[src/rau_pkg.sv]
// shared types and constants for the rational arithmetic unit
`timescale 1ns / 1ps
package rau_pkg;

	// width of the exact intermediate products and of the gcd / divide datapath
	localparam int WIDE = 64;
	localparam int CNT_W = $clog2(WIDE);

	typedef logic [WIDE-1:0] wide_t;

	// operation codes
	localparam logic [3:0] FN_ADD = 4'd0;
	localparam logic [3:0] FN_SUB = 4'd1;
	localparam logic [3:0] FN_MUL = 4'd2;
	localparam logic [3:0] FN_DIV = 4'd3;
	localparam logic [3:0] FN_EQ  = 4'd4;
	localparam logic [3:0] FN_NE  = 4'd5;
	localparam logic [3:0] FN_LT  = 4'd6;
	localparam logic [3:0] FN_GT  = 4'd7;
	localparam logic [3:0] FN_LE  = 4'd8;
	localparam logic [3:0] FN_GE  = 4'd9;

	// start / done pair between the sequencer and an iterative unit
	typedef struct packed {
		logic go;
	} unit_ctl_t;

	typedef struct packed {
		logic done;
	} unit_sts_t;

endpackage

[src/rau_div.sv]
// restoring divider, one quotient bit per cycle
`timescale 1ns / 1ps
module rau_div
	import rau_pkg::*;
(
	input  logic      clk,
	input  logic      arst_n,
	input  unit_ctl_t ctl,
	input  wide_t     num,
	input  wide_t     den,
	output unit_sts_t sts,
	output wide_t     quo
);

	wide_t            rem_q;
	wide_t            quo_q;
	wide_t            den_q;
	logic [CNT_W-1:0] cnt_q;
	logic             run_q;
	logic             done_q;
	logic [WIDE:0]    shifted;
	logic [WIDE:0]    diff;

	assign shifted = {rem_q, quo_q[WIDE-1]};
	assign diff    = shifted - {1'b0, den_q};

	always_ff @(posedge clk or negedge arst_n) begin
		if (!arst_n) begin
			run_q  <= 1'b0;
			done_q <= 1'b0;
		end else begin
			done_q <= 1'b0;
			if (ctl.go) begin
				rem_q <= '0;
				quo_q <= num;
				den_q <= den;
				cnt_q <= '1;
				run_q <= 1'b1;
			end else if (run_q) begin
				if (!diff[WIDE]) begin
					rem_q <= diff[WIDE-1:0];
					quo_q <= {quo_q[WIDE-2:0], 1'b1};
				end else begin
					rem_q <= shifted[WIDE-1:0];
					quo_q <= {quo_q[WIDE-2:0], 1'b0};
				end
				cnt_q <= cnt_q - 1'b1;
				if (cnt_q == '0) begin
					run_q  <= 1'b0;
					done_q <= 1'b1;
				end
			end
		end
	end

	assign sts.done = done_q;
	assign quo      = quo_q;

endmodule

[config.mk]
export PLATFORM = sky130hd
export DESIGN_NAME = rau_div
export DESIGN_NICKNAME = d
export VERILOG_FILES = /design/src/rau_pkg.sv /design/src/rau_div.sv
export SDC_FILE = /design/constraint.sdc
export NUM_CORES = 1
export LEC_CHECK = 0
export BUFFER_PORTS_ARGS = -buffer_cell sky130_fd_sc_hd__buf_2
export CAP_MARGIN = 10
export CORE_MARGIN = 2
export CORE_UTILIZATION = 25
export CTS_CLUSTER_DIAMETER = 150
export CTS_CLUSTER_SIZE = 14
export DETAILED_ROUTE_END_ITERATION = 16
export GPL_TIMING_DRIVEN = 0
export SYNTH_ARGS = -nofsm -noshare
export SYNTH_HDL_FRONTEND = slang
export SYNTH_SLANG_ARGS = --single-unit
[constraint.sdc]
create_clock -name clk -period 4.2 [get_ports clk]
set_input_delay 0 -clock clk [delete_from_list [all_inputs] [get_ports clk]]
set_output_delay 0 -clock clk [all_outputs]
set_load 0.01 [all_outputs]
Word level (Yosys, flattened, before mapping)

Index checks and enable logic that the tools add are counted.

Add/subtract/negate cells: 2
$mul: 0
Div/mod/pow operators: 0
Magnitude comparators: 0
Equal/unequal tests: 0
Shift operators: 0
Multiplexer cells: 12
Bitwise logic cells: 0
Reduce and logical (&&, ||, !) cells: 4

Operators with widths:

| kind                                                                | count |
|---|---|
| 64-bit 2-to-1 mux                                                   | 4 |
| 65-bit by 64-bit subtractor with 65-bit output                      | 1 |
| 1-bit 2-to-1 mux                                                    | 7 |
| 6-bit logical NOT                                                   | 1 |
| 6-bit 2-to-1 mux                                                    | 1 |
| 6-bit by 1-bit subtractor with 6-bit output (second input constant) | 1 |
| 2-bit AND reduction                                                 | 2 |
| 2-bit nonzero test                                                  | 1 |

Flip-flop bits (word level): 200
Bits in latches: 0
Bits in writable memories: 0
ROM bits: 0
Output and inout port bits: 65
Word-level logic and storage cells: 24
Memories kept: 0

Longest topological paths before layout

Gate-level depths: netlist of run 1.

Depth after elaboration: 4
Depth in mapped cells: 15

Worst setup path after synthesis of run 1

OpenSTA, ideal clock, no wires.

Path type: register to register
Start point: register run_q
End point: register quo_q[0], in the netlist quo[0] (enable)
Setup time: 0.494 ns
Arrival time: 3.328 ns
Required time: 3.706 ns
Setup slack: 0.378 ns
Stages on the path, launching flop included: 3
Path buffers: 0
Cell sequence: dfrtp_1 > nor2_1 > nor2b_1

Cells in the longest elaborated chain, start to end: 2

Ends and longest elaborated chain:

| what                                 | line          | source |
|---|---|---|
| from (decl)                          | rau_div.sv:19 | `logic run_q;` |
| from (signal assigned)               | rau_div.sv:29 | `run_q <= 1'b0;` |
| from (signal assigned)               | rau_div.sv:38 | `run_q <= 1'b1;` |
| from (signal assigned)               | rau_div.sv:49 | `run_q <= 1'b0;` |
| 2-bit nonzero test (no source line)  | --            |  |
| 2-bit AND reduction (no source line) | --            |  |
| to (signal assigned)                 | rau_div.sv:35 | `quo_q <= num;` |
| to (signal assigned)                 | rau_div.sv:42 | `quo_q <= {quo_q[WIDE-2:0], 1'b1};` |
| to (signal assigned)                 | rau_div.sv:45 | `quo_q <= {quo_q[WIDE-2:0], 1'b0};` |
| to (decl)                            | rau_div.sv:16 | `wide_t quo_q;` |

No other way between the ends.
A chain may end at the register's enable or synchronous reset.

Worst setup path in the final report of run 1

Start point: register rem_q[13]
End point: register rem_q[39] (data pin)

Cells in the longest elaborated chain, start to end: 3

Ends and longest elaborated chain:

| what                                           | line          | source |
|---|---|---|
| from (decl)                                    | rau_div.sv:15 | `wide_t rem_q;` |
| from (signal assigned)                         | rau_div.sv:41 | `rem_q <= diff[WIDE-1:0];` |
| from (signal assigned)                         | rau_div.sv:44 | `rem_q <= shifted[WIDE-1:0];` |
| 65-bit by 64-bit subtractor with 65-bit output | rau_div.sv:25 | `assign diff = shifted - {1'b0, den_q};` |
| 64-bit 2-to-1 mux                              | rau_div.sv:40 | `if (!diff[WIDE]) begin` |
| 64-bit 2-to-1 mux                              | rau_div.sv:39 | `end else if (run_q) begin` |

No other way between the ends.

==> run metrics, run 1 <==
Worst Tran Pin Value 985.5 ps; sequential share of power 36.8%; Yosys top cell area share 47.58%; EDFF count, synth 198; library cells used by synthesis 64; final hold vios 0; vias in the first global route 10540; Yosys reg bits 200; CP max-delay cell edfxtp_1; Arrival @ worst endpoint 4360 ps; min Tclk post-route 4059 ps; most common cell in the synthesized netlist edfxtp_1; Net Sw Power 2.573 mW; core area 0.04915 sq mm; dpl hpwl 27130 um; worst r2r dst rem_q[39]$_SDFFCE_PP0P_; Synth area leader edfxtp_1; first-pass GRT wire length 58220 um; I/O pin total 196; dominant synthesized flop cell edfxtp_1; outcome finished clean; later-pin clock latency in the skew report 480 ps; Final Net Count 1725; Die X 227.6 um; routability congestion estimate 0.9048; gr ovfl total 0; starting density of the core 25.42%; post-synthesis sequential area ratio 47.98%; via/cell ratio 4.765; syn_nets 1376; CP Max Fanout 10; r2r worst-path depth 13; final core utilization 33.32%; internal power 4.612 mW; clock sinks 200; ranking of synthesized cells by area edfxtp_1, ha_1, mux2_2; detailed-route DRC error count 0; YS warnings 0; Clock power frac 26.0%; Avg Inst Size Synth 10.61 sq um; initial antenna violation count 1; Leak Pwr 6.683 nW; Hold Path Class in -> async; setup TNS 0 ps; TritonCTS buffer count 17; period utilization 96.64%; fraction of layout cells with a size suffix above 1 20.71%; TritonCTS clock tree done; WL per Instance 16.92 um; crit path launch type register; CP endpoint kind register; Syn Inst Count 1178; RSZ-0062 raised after global routing true; Worst R2R Start rem_q[13]$_SDFFCE_PP0P_; num rows 81; critical path cell sequence ha_1, buf_2, nand2_1, o21bai_1, a211o_1, or4_1, o21ai_2, nand4_1, and3_1, or4_4, buf_6, or3_1, a311oi_1; Reg clk slew, reported paths 80 ps; Layout Area Growth over Synthesis 31.06%; switch share 35.81%; critical path type reg -> reg; hold slack 59.14 ps; FFs w/ async S/R, synth 1.000%; commonest cells in the synthesized netlist edfxtp_1, nor2_1, a21oi_1, inv_1, nand2_1; Final Skew 9.260 ps; die height 227.6 um; combinational share of power 37.2%; P per Cell Area 438.7 mW/mm^2; Slew Viols, Final 0; drt pass-1 iters 5; vias 10500; Fmax 0.2464 GHz; Slew headroom 34.16%; worst setup path startpoint rem_q[13]$_SDFFCE_PP0P_; clk root buf clkbuf_16; reg2reg setup slack 140 ps; Diodes inserted 0; Die ar. 0.05179 sq mm; pin count of the biggest net entering global routing 52; number of H-tree levels 4; Port Buf Inserts 195; DRT iter0 DRCs 702; Max stage delay on crit path 450 ps; Post-Route WL 37280 um; setup violators final 0; Worst EP required 4500 ps; VDD IR max 0.3236 mV; clock tree buffer depth 2; total of max-cap violations 0; Total GRT Usage 14.52%; DRT antenna net count 0; Cell Area, Synth 0.01250 sq mm
==> worst max-delay path, delay by kind of cell (launching register included) <==
family	cells	cell delay, ps
AND/OR/NAND/NOR	6	1780
AO/OA/AOI/OAI	4	1030
flip-flops	1	450
buffers and inverters	2	330
adder cells (fa/ha/maj)	1	300
==> routing by layer <==
metal | routed length (um) | global-route usage, %
met1 | 16960 | 18.97
met5 | 0 | 0
met4 | 1051 | 5.587
met2 | 17700 | 23.82
met3 | 1569 | 2.672
==> per-stage QoR <==
stage | power, mW | setup slack, ps | cells | cell area [sq um]
4_1_cts | 7.208 | 12.75 | 2203 | 16350
2_1_floorplan | 4.508 | 378.4 | 1178 | 12500
3_5_place_dp | 5.205 | -109.7 | 2040 | 14380
5_1_grt | 7.622 | -17.39 | 2204 | 16380
6_report | 7.185 | 141.0 | 2204 | 16380
3_3_place_gp | 5.164 | -1990 | 2037 | 14300
==> area by class of cell <==
class,count,area [sq um]
plain buffers,61,256.5
clock buffers,17,425.4
clock inverters,15,227.7
fillers,4999,32780
inverters,79,296.5
multi-input cells,838,5982
flip-flops and latches,200,5996
well taps,664,830.8
repair buffers,330,2362
==> worst max-delay path by stage <==
stage,depth (start not counted),to
global route,14,rem_q[31]$_SDFFCE_PP0P_
detailed placement,15,rem_q[56]$_SDFFCE_PP0P_
floorplan,2,quo[0]$_DFFE_PP_
finish,13,rem_q[39]$_SDFFCE_PP0P_
global placement,2,quo[17]$_DFFE_PP_
CTS,13,rem_q[47]$_SDFFCE_PP0P_
==> timing repair <==
item,CTS,global route
hold buffers,130,0
pin swaps,0,2
hold endpoints to repair,132,0
setup endpoints to repair,22,58
setup buffers,1,1
gates resized for setup,4,13
==> registers in the layout, indices dropped and copies added, names as in the netlist <==
signal	cells
sts	1
run_q	1
cnt_q	6
den_q	64
quo	64
rem_q	64
==> power groups by stage <==
| stage | logic (mW) | registers [mW] | clock network (mW) |
|---|---|---|---|
| final | 2.67 | 2.65 | 1.87 |
| after global routing | 2.95 | 2.67 | 2.00 |
| after CTS | 2.64 | 2.64 | 1.92 |
| after detailed placement | 2.52 | 2.68 | 0 |
| after global placement | 2.48 | 2.69 | 0 |
| after floorplan | 1.84 | 2.67 | 0 |
==> logic make-up after synthesis <==
| group | synth area share, % |
|---|---|
| AND/OR/NAND/NOR | 10.67 |
| buffers and inverters | 4.336 |
| adder cells (fa/ha/maj) | 6.769 |
| flip-flops | 47.98 |
| XOR/XNOR | 4.205 |
| AO/OA/AOI/OAI | 17.15 |
| multiplexers | 8.882 |
==> layout by cell type (no fill, tap or decap), types with 9 or more instances in the layout <==
cell             n
buf_2          200
o21ai_0         50
edfxtp_1       198
inv_1           79
a21oi_1         87
nand4_1         22
dlygate4sd3_1  130
a21o_1          33
xnor2_1         35
nand2b_1         9
ha_1            66
a32oi_1         17
xor2_1          25
nand2_1         71
a211oi_1        41
nor2_1         100
mux2i_1         40
clkbuf_1        50
o31ai_1         11
nand3_1         16
clkbuf_16       17
mux2_2          63
nor3_1          15
o21a_1           9
o21bai_1        18
Note: power is estimated with default switching activity, not from simulation.
==> run 2: changes to the inputs <==
- ABC_AREA: default -> 1
- CAP_MARGIN: 10 -> default
- PLACE_DENSITY: default -> 0.42
==> run metrics, run 2 <==
routability congestion estimate 0.9420 (+4.1%); Cells after DPL 3241 (+59%); P per Cell Area 381.6 mW/mm^2 (-13%); Leak Pwr 10.21 nW (+53%); die height 249.5 um (+9.6%); ranking of synthesized cells by area edfxtp_1, nand2_1, inv_1; gr ovfl total 0 (unchanged); vias 14360 (+37%); clock sinks 200 (unchanged); Placement Cell Area 0.01706 sq mm (+19%); clock tree buffer depth 2 (unchanged); CP delay by family, top simple AND/OR/NAND/NOR gates; I/O pin total 196 (unchanged); Cell Area, Synth 0.01506 sq mm (+21%); Worst EP required 4450 ps (-50 ps); Arrival @ worst endpoint 3510 ps (-850 ps); Yosys reg bits 200 (unchanged); fraction of layout cells with a size suffix above 1 10.35% (-10 points); commonest cells in the synthesized netlist nand2_1, inv_1, edfxtp_1, nand3_1, nor2_1; setup violators final 0 (unchanged); Setup WS pre-CTS 888.0 ps (+997.7 ps); syn_nets 2470 (+80%); library cells used by synthesis 37 (-42%); Overall Power 7.224 mW (+0.54%); final core utilization 31.96% (-1.4 points); post-cts gate resize count 0 (-4); vias in the first global route 14430 (+37%); Crit path depth 21 (+8); r2r worst-path depth 21 (+8); CP Buf/Inv Count 4 (+2); later-pin clock latency in the skew report 510 ps (+30 ps); via/cell ratio 4.220 (-11%); Post-CTS Hold Fix Bufs 129 (-0.77%); Slew Viols, Final 0 (unchanged); Syn Inst Count 2272 (+93%); Worst Tran Pin Value 1115 ps (+129.7 ps); final hold vios 0 (unchanged); critical path type reg -> reg; period utilization 77.57% (-19 points); VDD IR max 0.3494 mV (+8.0%); min Tclk post-route 3258 ps (-800.9 ps); Die X 249.5 um (+9.6%); post-CTS setup repair buffer count 0 (-1); drt pass-1 iters 5 (unchanged); starting density of the core 25.43% (about the same); Yosys top cell area share 39.47% (-8.1 points); Final Net Count 2814 (+63%); Slew headroom 25.65% (-8.5 points); most common cell in the synthesized netlist nand2_1; CP max-delay cell fa_1; dominant synthesized flop cell edfxtp_1; most frequent cells in the layout nand2_1, inv_1, edfxtp_1; post-synthesis sequential area ratio 39.80% (-8.2 points); FFs w/ async S/R, synth 1.000% (unchanged); clk root buf clkbuf_16; TritonCTS clock tree done; Fmax 0.3069 GHz (+25%); DRT antenna net count 0 (unchanged); num rows 89 (+9.9%); Port Buf Inserts 194 (-0.51%); Hold Path Class in -> reg; Post-Route WL 51880 um (+39%); commonest non-fill, non-tap cell in the layout nand2_1; detailed-route DRC error count 0 (unchanged); non-filler cells, final 3403 (+54%); DRT iter0 DRCs 719 (+2.4%); total of max-cap violations 0 (unchanged); TritonCTS buffer count 17 (unchanged); Final Skew 20.22 ps (+10.96 ps); YS warnings 0 (unchanged); Layout Area Growth over Synthesis 25.68%; crit path launch type register; Synth area leader edfxtp_1; number of H-tree levels 4 (unchanged); CP endpoint kind register; EDFF count, synth 198 (unchanged); initial antenna violation count 4 (+3); dpl hpwl 42090 um (+55%); Worst R2R Start quo[63]$_DFFE_PP_; Avg Inst Size Synth 6.630 sq um (-37%); RSZ-0062 raised after global routing false; design area 0.01893 sq mm (+16%); first-pass GRT wire length 80850 um (+39%); Reg clk slew, reported paths 90 ps (about the same); outcome finished clean; worst hold start den[28]; WL per Instance 15.24 um (-9.9%); Die ar. 0.06224 sq mm (+20%); pin count of the biggest net entering global routing 65 (+25%); Total GRT Usage 16.91% (+2.4 points); core area 0.05924 sq mm (+21%); Max stage delay on crit path 420 ps (-30 ps); CP Max Fanout 10 (unchanged); worst setup path startpoint quo[63]$_DFFE_PP_; Final WS setup 941.9 ps (+800.9 ps); Cells on Worst Hold Path 2; critical path cell sequence inv_1, ha_1, fa_1, inv_1, nand2_1, nand2_1, nand3_1, nand2_2, nand2_1, nand2_2, nand2_2, nand2_4, nand2_4, nand2_4, nand2_4, nand2_4, buf_6, buf_6, nand2_1, nand3_1, nand2_1; Fillers 6650 (+33%)
-- run 2: metrics by stage --
| stage | hold WS [ps] | setup TNS (ps) |
|---|---|---|
| 2_1_floorplan | -295.6 | 0 |
| 3_3_place_gp | 176.9 | -9575 |
| 3_5_place_dp | 178.2 | 0 |
| 4_1_cts | 159.9 | 0 |
| 5_1_grt | 190.2 | 0 |
| 6_report | 206.3 | 0 |
-- run 2: path summary, 6_finish.rpt --
path / to / slack, ps
worst max-delay path: rem_q[56]$_SDFFCE_PP0P_ / 940
worst max register to register: rem_q[56]$_SDFFCE_PP0P_ / 940
min in group asynchronous: run_q$_DFF_PN0_ / 490
worst min-delay path: den_q[28]$_DFFE_PP_ / 210
worst min register to register: quo[54]$_DFFE_PP_ / 550
max in group asynchronous: sts$_DFF_PN0_ / 3500
-- run 2: cell type report --
cell class	count	area, sq um	share of cell area (%)
multi-input cells	1540	7000	36.97
diodes	2	5.005	0.02643
inverters	490	1842	9.728
flip-flops and latches	200	5996	31.67
clock buffers	17	425.4	2.247
repair buffers	325	2305	12.17
plain buffers	42	236.5	1.249
clock inverters	14	156.4	0.8261
well taps	773	967.2	5.108
-- run 2: report_power, final --
group / internal, mW / switching, mW / total, mW
Combinational: 1.00 / 1.88 / 2.89
Clock: 0.842 / 0.882 / 1.72
Sequential: 2.48 / 0.137 / 2.61
Total: 4.32 / 2.90 / 7.22
-- run 2: metal layers --
layer | global-route usage [%] | share of wire, % | vias to the layer above
li1 | - | - | 7546
met1 | 22.11 | 47 | 6432
met2 | 27.41 | 44 | 338
met3 | 3.932 | 5.8 | 46
met4 | 5.680 | 2.4 | 0
met5 | 0 | 0 | -
-- run 2: logic make-up (layout without fill, tap and decap cells) --
family / Yosys count / in the layout / share of synthesized area [%]
and+or+nand+nor: 1370 / 1370 / 36.46
buffers and inverters: 532 / 888 / 13.78
DFF: 200 / 200 / 39.80
AOI/OAI and AO/OA: 72 / 72 / 2.542
adders and majority gates: 67 / 67 / 5.615
xor gates and xnor gates: 31 / 31 / 1.802
other: 0 / 2 / 0
==> run 3: changes to the inputs <==
- clock period: 4.2 -> 3.1 ns (I/O delays scaled with it)
==> run metrics, run 3 (synthesis gave the netlist of run 2 again) <==
hold slack 212.7 ps (+6.450 ps); clock tree buffer depth 2 (unchanged); fraction of layout cells with a size suffix above 1 11.23% (+0.88 points); VDD IR max 0.4716 mV (+35%); design area 0.01912 sq mm (+1.0%); Overall Power 9.917 mW (+37%); TritonCTS buffer count 17 (unchanged); Clock power frac 23.5% (-0.4 points); Net Sw Power 3.962 mW (+36%); Setup WS pre-CTS -212.0 ps (-1100 ps); Arrival @ worst endpoint 3180 ps (-330 ps); clk root buf clkbuf_16; number of H-tree levels 4 (unchanged); Slew Viols, Final 0 (unchanged); Fillers 6652 (+0.030%); CP endpoint kind register; RSZ-0062 raised after global routing false; most frequent cells in the layout nand2_1, inv_1, edfxtp_1; Final Net Count 2821 (+0.25%); DRT iter0 DRCs 744 (+3.5%); Die ar. 0.06224 sq mm (unchanged); Port Buf Inserts 194 (unchanged); clock sinks 200 (unchanged); worst r2r dst rem_q[56]$_SDFFCE_PP0P_; r2r worst-path depth 20 (-4.8%); outcome finished clean; sequential share of power 35.7% (-0.5 points); dpl hpwl 42090 um (unchanged); pin count of the biggest net entering global routing 65 (unchanged); initial antenna violation count 4 (unchanged); Die X 249.5 um (unchanged); DRT antenna net count 0 (unchanged); routability congestion estimate 0.9420 (unchanged); min Tclk post-route 2929 ps (-328.9 ps); period utilization 94.49% (+17 points); gr ovfl total 0 (unchanged); final core utilization 32.28% (+0.32 points); via/cell ratio 4.215 (-0.12%); setup TNS 0 ps (unchanged); switch share 39.95% (-0.23 points); num rows 89 (unchanged); Hold Path Class in -> reg; setup violators final 0 (unchanged); Fmax 0.3414 GHz (+11%); hold endpoint den_q[28]$_DFFE_PP_; Worst EP required 3350 ps (-1100 ps); Layout Area Growth over Synthesis 26.95%; Cells on Worst Hold Path 2 (unchanged); later-pin clock latency in the skew report 500 ps (about the same); Total GRT Usage 16.92% (about the same); starting density of the core 25.43% (unchanged); Cells after DPL 3241 (unchanged); Reg clk slew, reported paths 90 ps (about the same); drt pass-1 iters 5 (unchanged); crit path launch type register; total of max-cap violations 0 (unchanged); non-filler cells, final 3410 (+0.21%); final hold vios 0 (unchanged); Slew headroom 25.47% (-0.18 points); Final WS setup 170.8 ps (-771.1 ps); Final Skew 15.69 ps (-4.533 ps); I/O pin total 196 (unchanged); WL per Instance 15.24 um (about the same); combinational share of power 40.8% (+0.8 points); first-pass GRT wire length 80900 um (about the same); Worst R2R Start den_q[0]$_DFFE_PP_; internal power 5.956 mW (+38%); reg2reg setup slack 170 ps (-770 ps); Placement Cell Area 0.01706 sq mm (unchanged); critical path type reg -> reg; CP Max Fanout 10 (unchanged); detailed-route DRC error count 0 (unchanged); vias 14370 (+0.084%); vias in the first global route 14430 (-0.014%); Post-Route WL 51950 um (+0.15%); P per Cell Area 518.6 mW/mm^2 (+36%); die height 249.5 um (unchanged); Worst Tran Pin Value 1118 ps (+2.772 ps); worst hold start den[28]; commonest non-fill, non-tap cell in the layout nand2_1; TritonCTS clock tree done; Leak Pwr 10.26 nW (+0.43%); core area 0.05924 sq mm (unchanged)
-- run 3: cell types whose count changed in the layout (fill, tap and decap cells not counted), sizes merged --
cell	previous run	this run
buf	217	221
clkbuf	38	41
-- run 3: worst max-delay path: stages (launching register included) --
cell and delay [ps]:
edfxtp_1 420, ha_4 200, fa_2 400, inv_2 70
nand2_1 50, nand2_1 80, nand3_1 80, nand2_2 120
nand2_1 70, nand2_2 120, nand2_2 70, nand2_4 100
nand2_4 80, nand2_4 100, nand2_8 80, nand2_8 120
buf_12 140, buf_12 140, nand2_2 70, nand3_1 80
nand2_1 60
-- run 3: worst max path at each step --
stage	start	endpoint
floorplan	quo[63]$_DFFE_PP_	rem_q[56]$_SDFFCE_PP0P_
global placement	arst_n	den_q[31]$_DFFE_PP_
detailed placement	quo[63]$_DFFE_PP_	rem_q[56]$_SDFFCE_PP0P_
CTS	den_q[34]$_DFFE_PP_	rem_q[56]$_SDFFCE_PP0P_
global route	den_q[0]$_DFFE_PP_	rem_q[18]$_SDFFCE_PP0P_
finish	den_q[0]$_DFFE_PP_	rem_q[56]$_SDFFCE_PP0P_
-- run 3: area by class of cell --
cell class | instances | area [sq um] | share of cell area, %
tap | 773 | 967.2 | 5.057
timing repair buffer | 332 | 2361 | 12.35
inverter | 490 | 1842 | 9.630
multi-input combinational | 1540 | 7068 | 36.96
antenna | 2 | 5.005 | 0.02617
clock buffer | 17 | 425.4 | 2.224
buffer | 42 | 304.0 | 1.590
sequential | 200 | 5996 | 31.35
clock inverter | 14 | 156.4 | 0.8178
-- run 3: power groups by stage --
stage	logic, mW	registers (mW)	clock network [mW]
after global routing	4.60	3.58	2.54
after floorplan	2.55	3.59	0
final	4.05	3.54	2.33
after global placement	3.79	3.60	0
after detailed placement	3.80	3.59	0
after CTS	3.98	3.54	2.45
-- run 3: routing by layer --
layer	track usage, %	share of wire [%]	wire length (um)
met2	27.41	44	22990
met3	3.932	5.5	2834
met5	0	0	0
met1	22.15	48	24770
met4	5.680	2.6	1365
-- run 3: what timing repair did --
| action | 4_1_cts | 5_1_grt |
|---|---|---|
| hold buffers | 129 | 0 |
| endpoints found under the hold margin | 130 | 0 |
| resized for setup | 7 | 31 |
| buffers inserted | 1 | 6 |
| endpoints found under the setup margin | 57 | 60 |
| cloned | 0 | 0 |
| pin swaps | 1 | 8 |
